`config.mk`:
```
export PLATFORM = sky130hd
export DESIGN_NAME = range_outlier_reject_average_core
export DESIGN_NICKNAME = d
export VERILOG_FILES = /design/src/rtl/core/rora_pkg.sv /design/src/rtl/core/range_outlier_reject_average_core.sv
export SDC_FILE = /design/constraint.sdc
export NUM_CORES = 2
export LEC_CHECK = 0
export BUFFER_PORTS_ARGS = -buffer_cell sky130_fd_sc_hd__buf_2
export CAP_MARGIN = 10
export CORE_ASPECT_RATIO = 2
export CORE_MARGIN = 2
export CORE_UTILIZATION = 64
export DETAILED_ROUTE_END_ITERATION = 12
export PLACE_DENSITY = 0.82
export REMOVE_ABC_BUFFERS = 1
export SLEW_MARGIN = 5
export SYNTH_ARGS = -nofsm -noshare
export SYNTH_HDL_FRONTEND = slang
export SYNTH_SLANG_ARGS = --single-unit
```
`constraint.sdc`:
```
create_clock -name i_clk -period 18.1 [get_ports i_clk]
set_input_delay 1.81 -clock i_clk [delete_from_list [all_inputs] [get_ports i_clk]]
set_output_delay 1.81 -clock i_clk [all_outputs]
set_load 0.01 [all_outputs]
```
`src/rtl/core/rora_pkg.sv`:
```
`timescale 1ns / 1ps
// ----------------------------------------------------------------------------
// rora_pkg
// Types and constants shared by the range outlier-rejecting average core.
// ----------------------------------------------------------------------------
package rora_pkg;

    localparam int unsigned DIST_W     = 16;
    localparam int unsigned ID_W       = 8;
    localparam int unsigned ATTEMPTS   = 5;
    localparam int unsigned AVG_SLOTS  = 4;
    localparam int unsigned SUM_W      = 18;
    localparam int unsigned CFG_IDX_W  = 1;
    localparam int unsigned CFG_DATA_W = 16;

    localparam logic [CFG_IDX_W-1:0] CFG_AVERAGED_MODE     = 1'd0;
    localparam logic [CFG_IDX_W-1:0] CFG_OUTLIER_THRESHOLD = 1'd1;

    localparam logic [DIST_W-1:0] FAIL_VALUE      = 16'hFFFF;
    localparam logic [DIST_W-1:0] THRESHOLD_RESET = 16'd30;

    // Reciprocal of three, exact for any dividend below 2^DIV3_SHIFT.
    localparam int unsigned       DIV3_SHIFT = 19;
    localparam logic [SUM_W-1:0]  DIV3_MUL   = 18'd174763;
    localparam int unsigned       PROD_W     = 2 * SUM_W;

    typedef struct packed {
        logic [ID_W-1:0]      target_id;
        logic [ATTEMPTS-1:0]  valid_mask;
        logic [DIST_W-1:0]    dist_a0;
        logic [DIST_W-1:0]    dist_a1;
        logic [DIST_W-1:0]    dist_a2;
        logic [DIST_W-1:0]    dist_a3;
        logic [DIST_W-1:0]    dist_a4;
    } t_in;

    typedef struct packed {
        logic [ID_W-1:0]   result_id;
        logic [DIST_W-1:0] range_cm;
        logic              failed;
    } t_out;

endpackage

```
`src/rtl/core/range_outlier_reject_average_core.sv`:
```
`timescale 1ns / 1ps
// ----------------------------------------------------------------------------
// range_outlier_reject_average_core
// Seven-stage pipeline that turns one ranging request into one filtered
// distance: first successful attempt, or an outlier-rejecting mean.
// ----------------------------------------------------------------------------
// A request is registered through each stage in turn, and its result is presented
// from the output register once it reaches the last stage.
// Throughput is one request per cycle; the whole pipeline holds when the
// output register is full and not taken.
// Synchronous active-low reset empties the pipeline, selects single mode
// and sets the outlier threshold to 30 cm.
module range_outlier_reject_average_core (
    input  logic                                   i_clk,
    input  logic                                   i_rst_n,
    input  logic                                   i_in_valid,
    output logic                                   o_in_ready,
    input  rora_pkg::t_in                          i_in_data,
    output logic                                   o_out_valid,
    input  logic                                   i_out_ready,
    output rora_pkg::t_out                         o_out_data,
    input  logic                                   i_cfg_we,
    input  logic [rora_pkg::CFG_IDX_W-1:0]         i_cfg_index,
    input  logic [rora_pkg::CFG_DATA_W-1:0]        i_cfg_data
);
    import rora_pkg::*;

    localparam int unsigned STAGES = 7;

    typedef struct packed {
        logic [ID_W-1:0]                   id;
        logic                              avg;
        logic [DIST_W-1:0]                 thr;
        logic [DIST_W-1:0]                 single_range;
        logic                              single_fail;
        logic [AVG_SLOTS-1:0][DIST_W-1:0]  samp;
        logic [2:0]                        n;
        logic [DIST_W-1:0]                 last;
        logic [2:0]                        acc;
        logic [SUM_W-1:0]                  sum;
        logic [1:0]                        cnt;
        logic [PROD_W-1:0]                 prod;
        logic [DIST_W-1:0]                 mean;
        logic                              refine;
        logic [SUM_W-1:0]                  sum2;
        logic [2:0]                        cnt2;
        logic [DIST_W-1:0]                 res_range;
        logic                              res_fail;
    } t_work;

    logic              r_avg_mode;
    logic [DIST_W-1:0] r_threshold;
    logic [STAGES:1]   r_v;
    t_work             r_w [STAGES:1];
    t_work             n_w [STAGES:1];
    logic              en;

    assign en          = !r_v[STAGES] || i_out_ready;
    assign o_in_ready  = en;
    assign o_out_valid = r_v[STAGES];
    assign o_out_data  = '{result_id: r_w[STAGES].id,
                           range_cm:  r_w[STAGES].res_range,
                           failed:    r_w[STAGES].res_fail};

    // Stage 1: snapshot configuration, pick the first success and compact samples.
    always_comb begin
        logic [DIST_W-1:0] d [ATTEMPTS];
        logic [2:0]        pos;
        logic [2:0]        nm1;
        logic              found;
        n_w[1]       = '0;
        d[0]         = i_in_data.dist_a0;
        d[1]         = i_in_data.dist_a1;
        d[2]         = i_in_data.dist_a2;
        d[3]         = i_in_data.dist_a3;
        d[4]         = i_in_data.dist_a4;
        n_w[1].id    = i_in_data.target_id;
        n_w[1].avg   = r_avg_mode;
        n_w[1].thr   = r_threshold;
        found        = 1'b0;
        n_w[1].single_range = FAIL_VALUE;
        n_w[1].single_fail  = 1'b1;
        for (int k = 0; k < ATTEMPTS; k++) begin
            if (i_in_data.valid_mask[k] && !found) begin
                found               = 1'b1;
                n_w[1].single_range = d[k];
                n_w[1].single_fail  = 1'b0;
            end
        end
        pos = 3'd0;
        for (int k = 0; k < AVG_SLOTS; k++) begin
            if (i_in_data.valid_mask[k]) begin
                n_w[1].samp[pos[1:0]] = d[k];
                pos = pos + 3'd1;
            end
        end
        n_w[1].n    = pos;
        nm1         = pos - 3'd1;
        n_w[1].last = (pos != 3'd0) ? n_w[1].samp[nm1[1:0]] : '0;
    end

    // Stage 2: one-sided pair test, earlier minus later below the threshold.
    always_comb begin
        logic signed [DIST_W:0] diff;
        n_w[2]     = r_w[1];
        n_w[2].acc = '0;
        for (int k = 0; k < AVG_SLOTS - 1; k++) begin
            diff = $signed({1'b0, r_w[1].samp[k]}) - $signed({1'b0, r_w[1].samp[k+1]});
            n_w[2].acc[k] = ((3'(k) + 3'd1) < r_w[1].n) &&
                            (diff < $signed({1'b0, r_w[1].thr}));
        end
    end

    // Stage 3: sum and count of the accepted samples.
    always_comb begin
        n_w[3]     = r_w[2];
        n_w[3].sum = '0;
        n_w[3].cnt = '0;
        for (int k = 0; k < AVG_SLOTS - 1; k++) begin
            if (r_w[2].acc[k]) begin
                n_w[3].sum = n_w[3].sum + SUM_W'(r_w[2].samp[k]);
                n_w[3].cnt = n_w[3].cnt + 2'd1;
            end
        end
    end

    // Stage 4: reciprocal product for a division by three.
    always_comb begin
        n_w[4]      = r_w[3];
        n_w[4].prod = r_w[3].sum * DIV3_MUL;
    end

    // Stage 5: mean, and whether the last sample refines it.
    always_comb begin
        logic signed [DIST_W:0] diff;
        logic        [DIST_W:0] adiff;
        n_w[5] = r_w[4];
        unique case (r_w[4].cnt)
            2'd2:    n_w[5].mean = r_w[4].sum[DIST_W:1];
            2'd3:    n_w[5].mean = r_w[4].prod[DIV3_SHIFT +: DIST_W];
            default: n_w[5].mean = r_w[4].sum[DIST_W-1:0];
        endcase
        diff  = $signed({1'b0, r_w[4].last}) - $signed({1'b0, n_w[5].mean});
        adiff = (diff < 0) ? 17'(-diff) : 17'(diff);
        n_w[5].refine = adiff < {1'b0, r_w[4].thr};
        n_w[5].sum2   = r_w[4].sum + SUM_W'(r_w[4].last);
        n_w[5].cnt2   = {1'b0, r_w[4].cnt} + 3'd1;
    end

    // Stage 6: reciprocal product for the refined mean.
    always_comb begin
        n_w[6]      = r_w[5];
        n_w[6].prod = r_w[5].sum2 * DIV3_MUL;
    end

    // Stage 7: result selection into the output register.
    always_comb begin
        logic [DIST_W-1:0] refined;
        n_w[7] = r_w[6];
        unique case (r_w[6].cnt2)
            3'd2:    refined = r_w[6].sum2[DIST_W:1];
            3'd3:    refined = r_w[6].prod[DIV3_SHIFT +: DIST_W];
            default: refined = r_w[6].sum2[DIST_W+1:2];
        endcase
        priority if (!r_w[6].avg) begin
            n_w[7].res_range = r_w[6].single_range;
            n_w[7].res_fail  = r_w[6].single_fail;
        end else if (r_w[6].cnt == 2'd0) begin
            n_w[7].res_range = FAIL_VALUE;
            n_w[7].res_fail  = 1'b1;
        end else begin
            n_w[7].res_range = r_w[6].refine ? refined : r_w[6].mean;
            n_w[7].res_fail  = 1'b0;
        end
    end

    always_ff @(posedge i_clk) begin
        if (!i_rst_n) begin
            r_avg_mode  <= 1'b0;
            r_threshold <= THRESHOLD_RESET;
        end else if (i_cfg_we) begin
            unique case (i_cfg_index)
                CFG_AVERAGED_MODE:     r_avg_mode  <= i_cfg_data[0];
                CFG_OUTLIER_THRESHOLD: r_threshold <= i_cfg_data;
                default:               r_threshold <= r_threshold;
            endcase
        end
    end

    always_ff @(posedge i_clk) begin
        if (!i_rst_n) begin
            r_v <= '0;
        end else if (en) begin
            r_v <= {r_v[STAGES-1:1], i_in_valid};
        end
    end

    always_ff @(posedge i_clk) begin
        if (en) begin
            for (int s = 1; s <= STAGES; s++) begin
                r_w[s] <= n_w[s];
            end
        end
    end

endmodule
```
* Yosys cells after proc, flatten, opt, wreduce, memory -nomap -nowiden *
Memories as Yosys holds them, arrays and structs flattened.
Index checks and enable logic that the tools add are counted.

word-level totals
  flip-flop bits (word level) = 24
  memory bits (writable) = 1673
  input port bits = 115
  output and inout bits = 27
  word-level logic and storage cells = 101
  memories = 1

operators by class
  $add $sub $neg = 15
  multipliers = 2
  magnitude comparators = 15
  eq/ne operators = 4
  multiplexer cells = 40
  bitwise operators = 1
  reduce and logical (&&, ||, !) cells = 20

memories
  name  words  width  read ports  clocked after Yosys merged registers in  wr ports  line                                     RTL
  r_w   7      239    7           0                                        7         range_outlier_reject_average_core.sv:54  t_work r_w [STAGES:1];

operators by type and width
  operator                count
  $bwmux 64               3
  $mux 64                 3
  $mux 17                 8
  $mux 16                 7
  $demux 16 s2            3
  $mul 18x18->36 const B  2
  $sub 16x16->17          4
  $pmux 16 s2             2
  $add 18x16->18          3
  $lt 17x17->1            3
  $mux 20                 2
  $bmux 16 s2             1
  $mux 18                 1
  $lt 17x1->1 const B     1
  $lt 17x16->1            1
  $neg 17->17             1
  $lt 2x3->1 const B      4
  $logic_and 1x1->1       10
  $add 3x1->3 const B     3
  $mux 3                  3
  $mux 1                  7
  $eq 3x2->1 const B      2
  $ge 2x1->1 const B      3
  $lt 2x3->1 const A      2
  11 further kinds        18

* Logic depth before layout (Yosys ltp) *
  depth after elaboration = 14
  mapped depth = 30
  mapped depth without buffers = 27

* Least setup slack after synthesis *
No wires, ideal clock.

  kind = input to output
  start = input port i_out_ready
  end = output port o_in_ready
  arrival time = 13245 ps
  data required time = 16290 ps
  slack = 3045 ps
  stages on the path = 3
  path buffers = 1
  path through = nor2b_1 > clkbuf_1 > inv_1

between the ends
  word-level cells in the longest chain between the ends = 1

RTL lines
  element           line                                     RTL
  from (decl)       range_outlier_reject_average_core.sv:20  input logic i_out_ready,
  $logic_or 1x1->1  range_outlier_reject_average_core.sv:58  assign en = !r_v[STAGES] || i_out_ready;
  to (decl)         range_outlier_reject_average_core.sv:17  output logic o_in_ready,

Every way passes these cells.

==> impl_results.md <==
* Die Span X at 180 um
* Fin nets at ~4400
* Largest net degree at the start of global routing at 140
* Worst Path Required at ~19000 ps
* WS Path Type: flip-flop to flip-flop
* Die Y at about 360 um
* Crit path from: r_w[2][91]$_DFFE_PP_
* Hold Vio Cnt, Final at 0
* Vias in the first global route at between 20000 and 30000
* Worst-path clk slew at approximately 70 ps
* Final clock skew at roughly 60 ps
* Fillers at about 4500
* FP Rows at between 100 and 150
* Core ar. at ~0.062 sq mm
* CTS buffer count at 51
* Iter 0 DRT Violations at between 1000 and 1500
* Fin crit share at 35.6%
* Post-cts resize count at 0
* Routed wl met2 at 54.9 mm
* Diode count at 0
* Worst path bufs/invs at 2
* Final count of pins violating max slew at 0
* Wl on met1 at 29.4 mm
* Post-CTS Setup Inserts at 0
* CTS sink cnt at roughly 600
* Critical Path End Type: flip-flop
* Top Layer Used: met4
* Max Root-Sink Buffers at 3
* DRT Wirelength at 97.9 mm
* Crit-path max cell delay at around 960 ps
* Residual DRC count at 0
* Clk_lat worst skew at 640 ps
* EDFF count, synth at 578
* Routed Antenna Nets at 0
* Initial Util at between 60 and 70%
* Layout cell share with drive strength beyond 1 at 8.59%
* Num ports at roughly 140
* Crit path max fanout at 17
* GR Util All Layers at a little under a third
* Layout area overhead at 8.05%
* Slew HR at approximately 14%
* Sequential share of the synthesized area at between 40% and 50%
* Mapped Avg Cell Area at 11.8 sq um
* Vias at ~26000
* R2r setup slk at roughly 12000 ps
* Async set or reset register ratio after synthesis at 0%
* Root buf cell: clkbuf_16
* Reg-to-Reg Start: r_w[2][91]$_DFFE_PP_
* Data arrival time of the worst path at 6950 ps
* Yosys warnings at 0
* Die area at about 0.064 sq mm
* Setup violators final at 0
* Hpwl dp at roughly 80 mm
* Post-Syn Area at roughly 0.040 sq mm
* Met3 Wirelength at roughly 3 mm
* Initial antenna violation count at 0
* Slew of the pin with the lowest slew margin at approximately 1300 ps
* Hold Crit Class: flip-flop to flip-flop
* First-pass GRT wire length at around 150 mm
* #FFs+latches synth at between 600 and 700
* Vias per cell at between 5 and 6
* TNS Setup at 0 ps
* Minimum clock period at 6440 ps
* IO buf count at between 100 and 150
* Delay-heaviest family, CP: compound AO/OA/AOI/OAI gates
* Hold_buf cts at 0
* Unrepaired setup endpoints after global routing: false
* Fmax at about 160 MHz
* Placer congestion estimate at 1.04
* Post-synthesis cell count at 3385
* Startpoint types: flip-flop
* Remaining Overflow, GRT at 0
* Min-Delay Startpoint: r_w[1][357]$_DFFE_PP_
* Slowest cell on crit path: nor2_1
* DR WL/cell at between 20 and 25 um
* Outcome: finished clean
* H-tree Lvls at 2
* Unique cell type count in the Yosys netlist at between 80 and 90
* CTS tree: yes
* Max Cap Violations at 0
* Top FF cell, synth: edfxtp_1
* TritonRoute pass-1 iters at 5
-- worst reg2reg max path, delay by kind of cell (launching register included) --
kind,cells,cell delay [ps]
compound gates,18,3340
simple gates,3,1250
fa+ha+maj,4,1220
flops,1,380
buf+inv,2,120
-- stage by stage --
stage	instance area, sq um	setup WS [ps]	util (%)	hold WS, ps	std cells
floorplan	39600	3120	-	400	3311
global placement	41400	11880	67.2	400	4258
detailed placement	41400	11760	67.2	405	4258
CTS	43100	11670	69.8	413	4350
global route	43100	11230	69.8	420	4350
finish	43100	11660	69.8	411	4350
-- cell usage in the layout (no fill, tap or decap), drive strengths merged, types with 36 or more instances in the layout --
cell	count
nand2	244
inv	583
o21a	37
ha	491
edfxtp	578
nor2	125
buf	161
clkbuf	58
a22oi	45
nand3	39
xnor2	99
a21oi	118
xor2	36
o211ai	44
a22o	37
o21ai	171
nor3	42
fa	227
-- metal layers --
layer,track usage (%),vias up
met2,61.2,739
li1,-,12100
met1,26.7,12500
met4,27.7,0
met3,3.34,392
met5,0,-
-- area by class of cell --
type / count / area, sq um / share of cell area (%)
inverters: 578 / 2180 / 5.06
clock inverters: 34 / 338 / 0.785
well taps: 786 / 983 / 2.28
clock buffers: 58 / 1300 / 3.02
flip-flops and latches: 602 / 17800 / 41.4
repair buffers: 161 / 856 / 1.99
multi-input cells: 2131 / 19600 / 45.4
-- cells in the mapped netlist (5+ instances only) --
| library cell | n | area [sq um] |
|---|---|---|
| a211oi_1 | 17 | 128 |
| a21boi_0 | 27 | 203 |
| a21o_1 | 34 | 255 |
| a21oi_1 | 117 | 586 |
| a22o_1 | 37 | 324 |
| a22oi_1 | 45 | 338 |
| a31oi_1 | 10 | 62.6 |
| and2_1 | 27 | 169 |
| and3_1 | 9 | 56.3 |
| clkbuf_1 | 65 | 244 |
| dfxtp_1 | 24 | 480 |
| edfxtp_1 | 578 | 17400 |
| fa_1 | 227 | 4540 |
| ha_1 | 491 | 6140 |
| inv_1 | 575 | 2160 |
| mux2_2 | 17 | 191 |
| mux2i_1 | 19 | 190 |
| mux4_2 | 16 | 360 |
| nand2_1 | 244 | 916 |
| nand2b_1 | 18 | 113 |
| nand3_1 | 39 | 195 |
| nand3b_1 | 6 | 45.0 |
| nand4_1 | 10 | 62.6 |
| nor2_1 | 125 | 469 |
| nor2b_1 | 34 | 213 |
| nor3_1 | 38 | 190 |
| nor4_1 | 9 | 56.3 |
| o2111ai_1 | 6 | 52.6 |
| o211ai_1 | 44 | 330 |
| o21a_1 | 36 | 270 |
| o21ai_0 | 153 | 766 |
| o21ai_1 | 15 | 75.1 |
| o21bai_1 | 8 | 60.1 |
| o22ai_1 | 18 | 113 |
| o31ai_1 | 9 | 67.6 |
| or2_2 | 6 | 37.5 |
| or3_1 | 12 | 75.1 |
| or4_1 | 5 | 37.5 |
| xnor2_1 | 99 | 867 |
| xor2_1 | 34 | 298 |
-- state kept, by name, indices dropped and copies added (netlist names) --
register,count
r_avg_mode,1
r_v,7
r_w,578
r_threshold,16
-- kinds of logic (layout without fill, tap and decap cells) --
kind of cell / Yosys count / in the layout / share of synthesized area [%]
adder cells (fa/ha/maj): 718 / 718 / 26.8
buffers and inverters: 652 / 831 / 6.18
AO/OA/AOI/OAI: 627 / 627 / 10.4
flip-flops: 602 / 602 / 44.8
AND/OR/NAND/NOR: 599 / 599 / 6.99
XOR/XNOR: 135 / 135 / 3.00
multiplexers: 52 / 52 / 1.86
-- path summary, 6_finish.rpt --
kind | to | cells past startpoint
setup / recovery | r_w[2][277]$_DFFE_PP_ | 27
hold / removal | r_w[2][118]$_DFFE_PP_ | 0
setup reg to reg | r_w[2][277]$_DFFE_PP_ | 27
hold reg to reg | r_w[2][118]$_DFFE_PP_ | 0
Power is not shown: default switching activity piles up to over one toggle a cycle in this logic, so the estimate is an artifact.
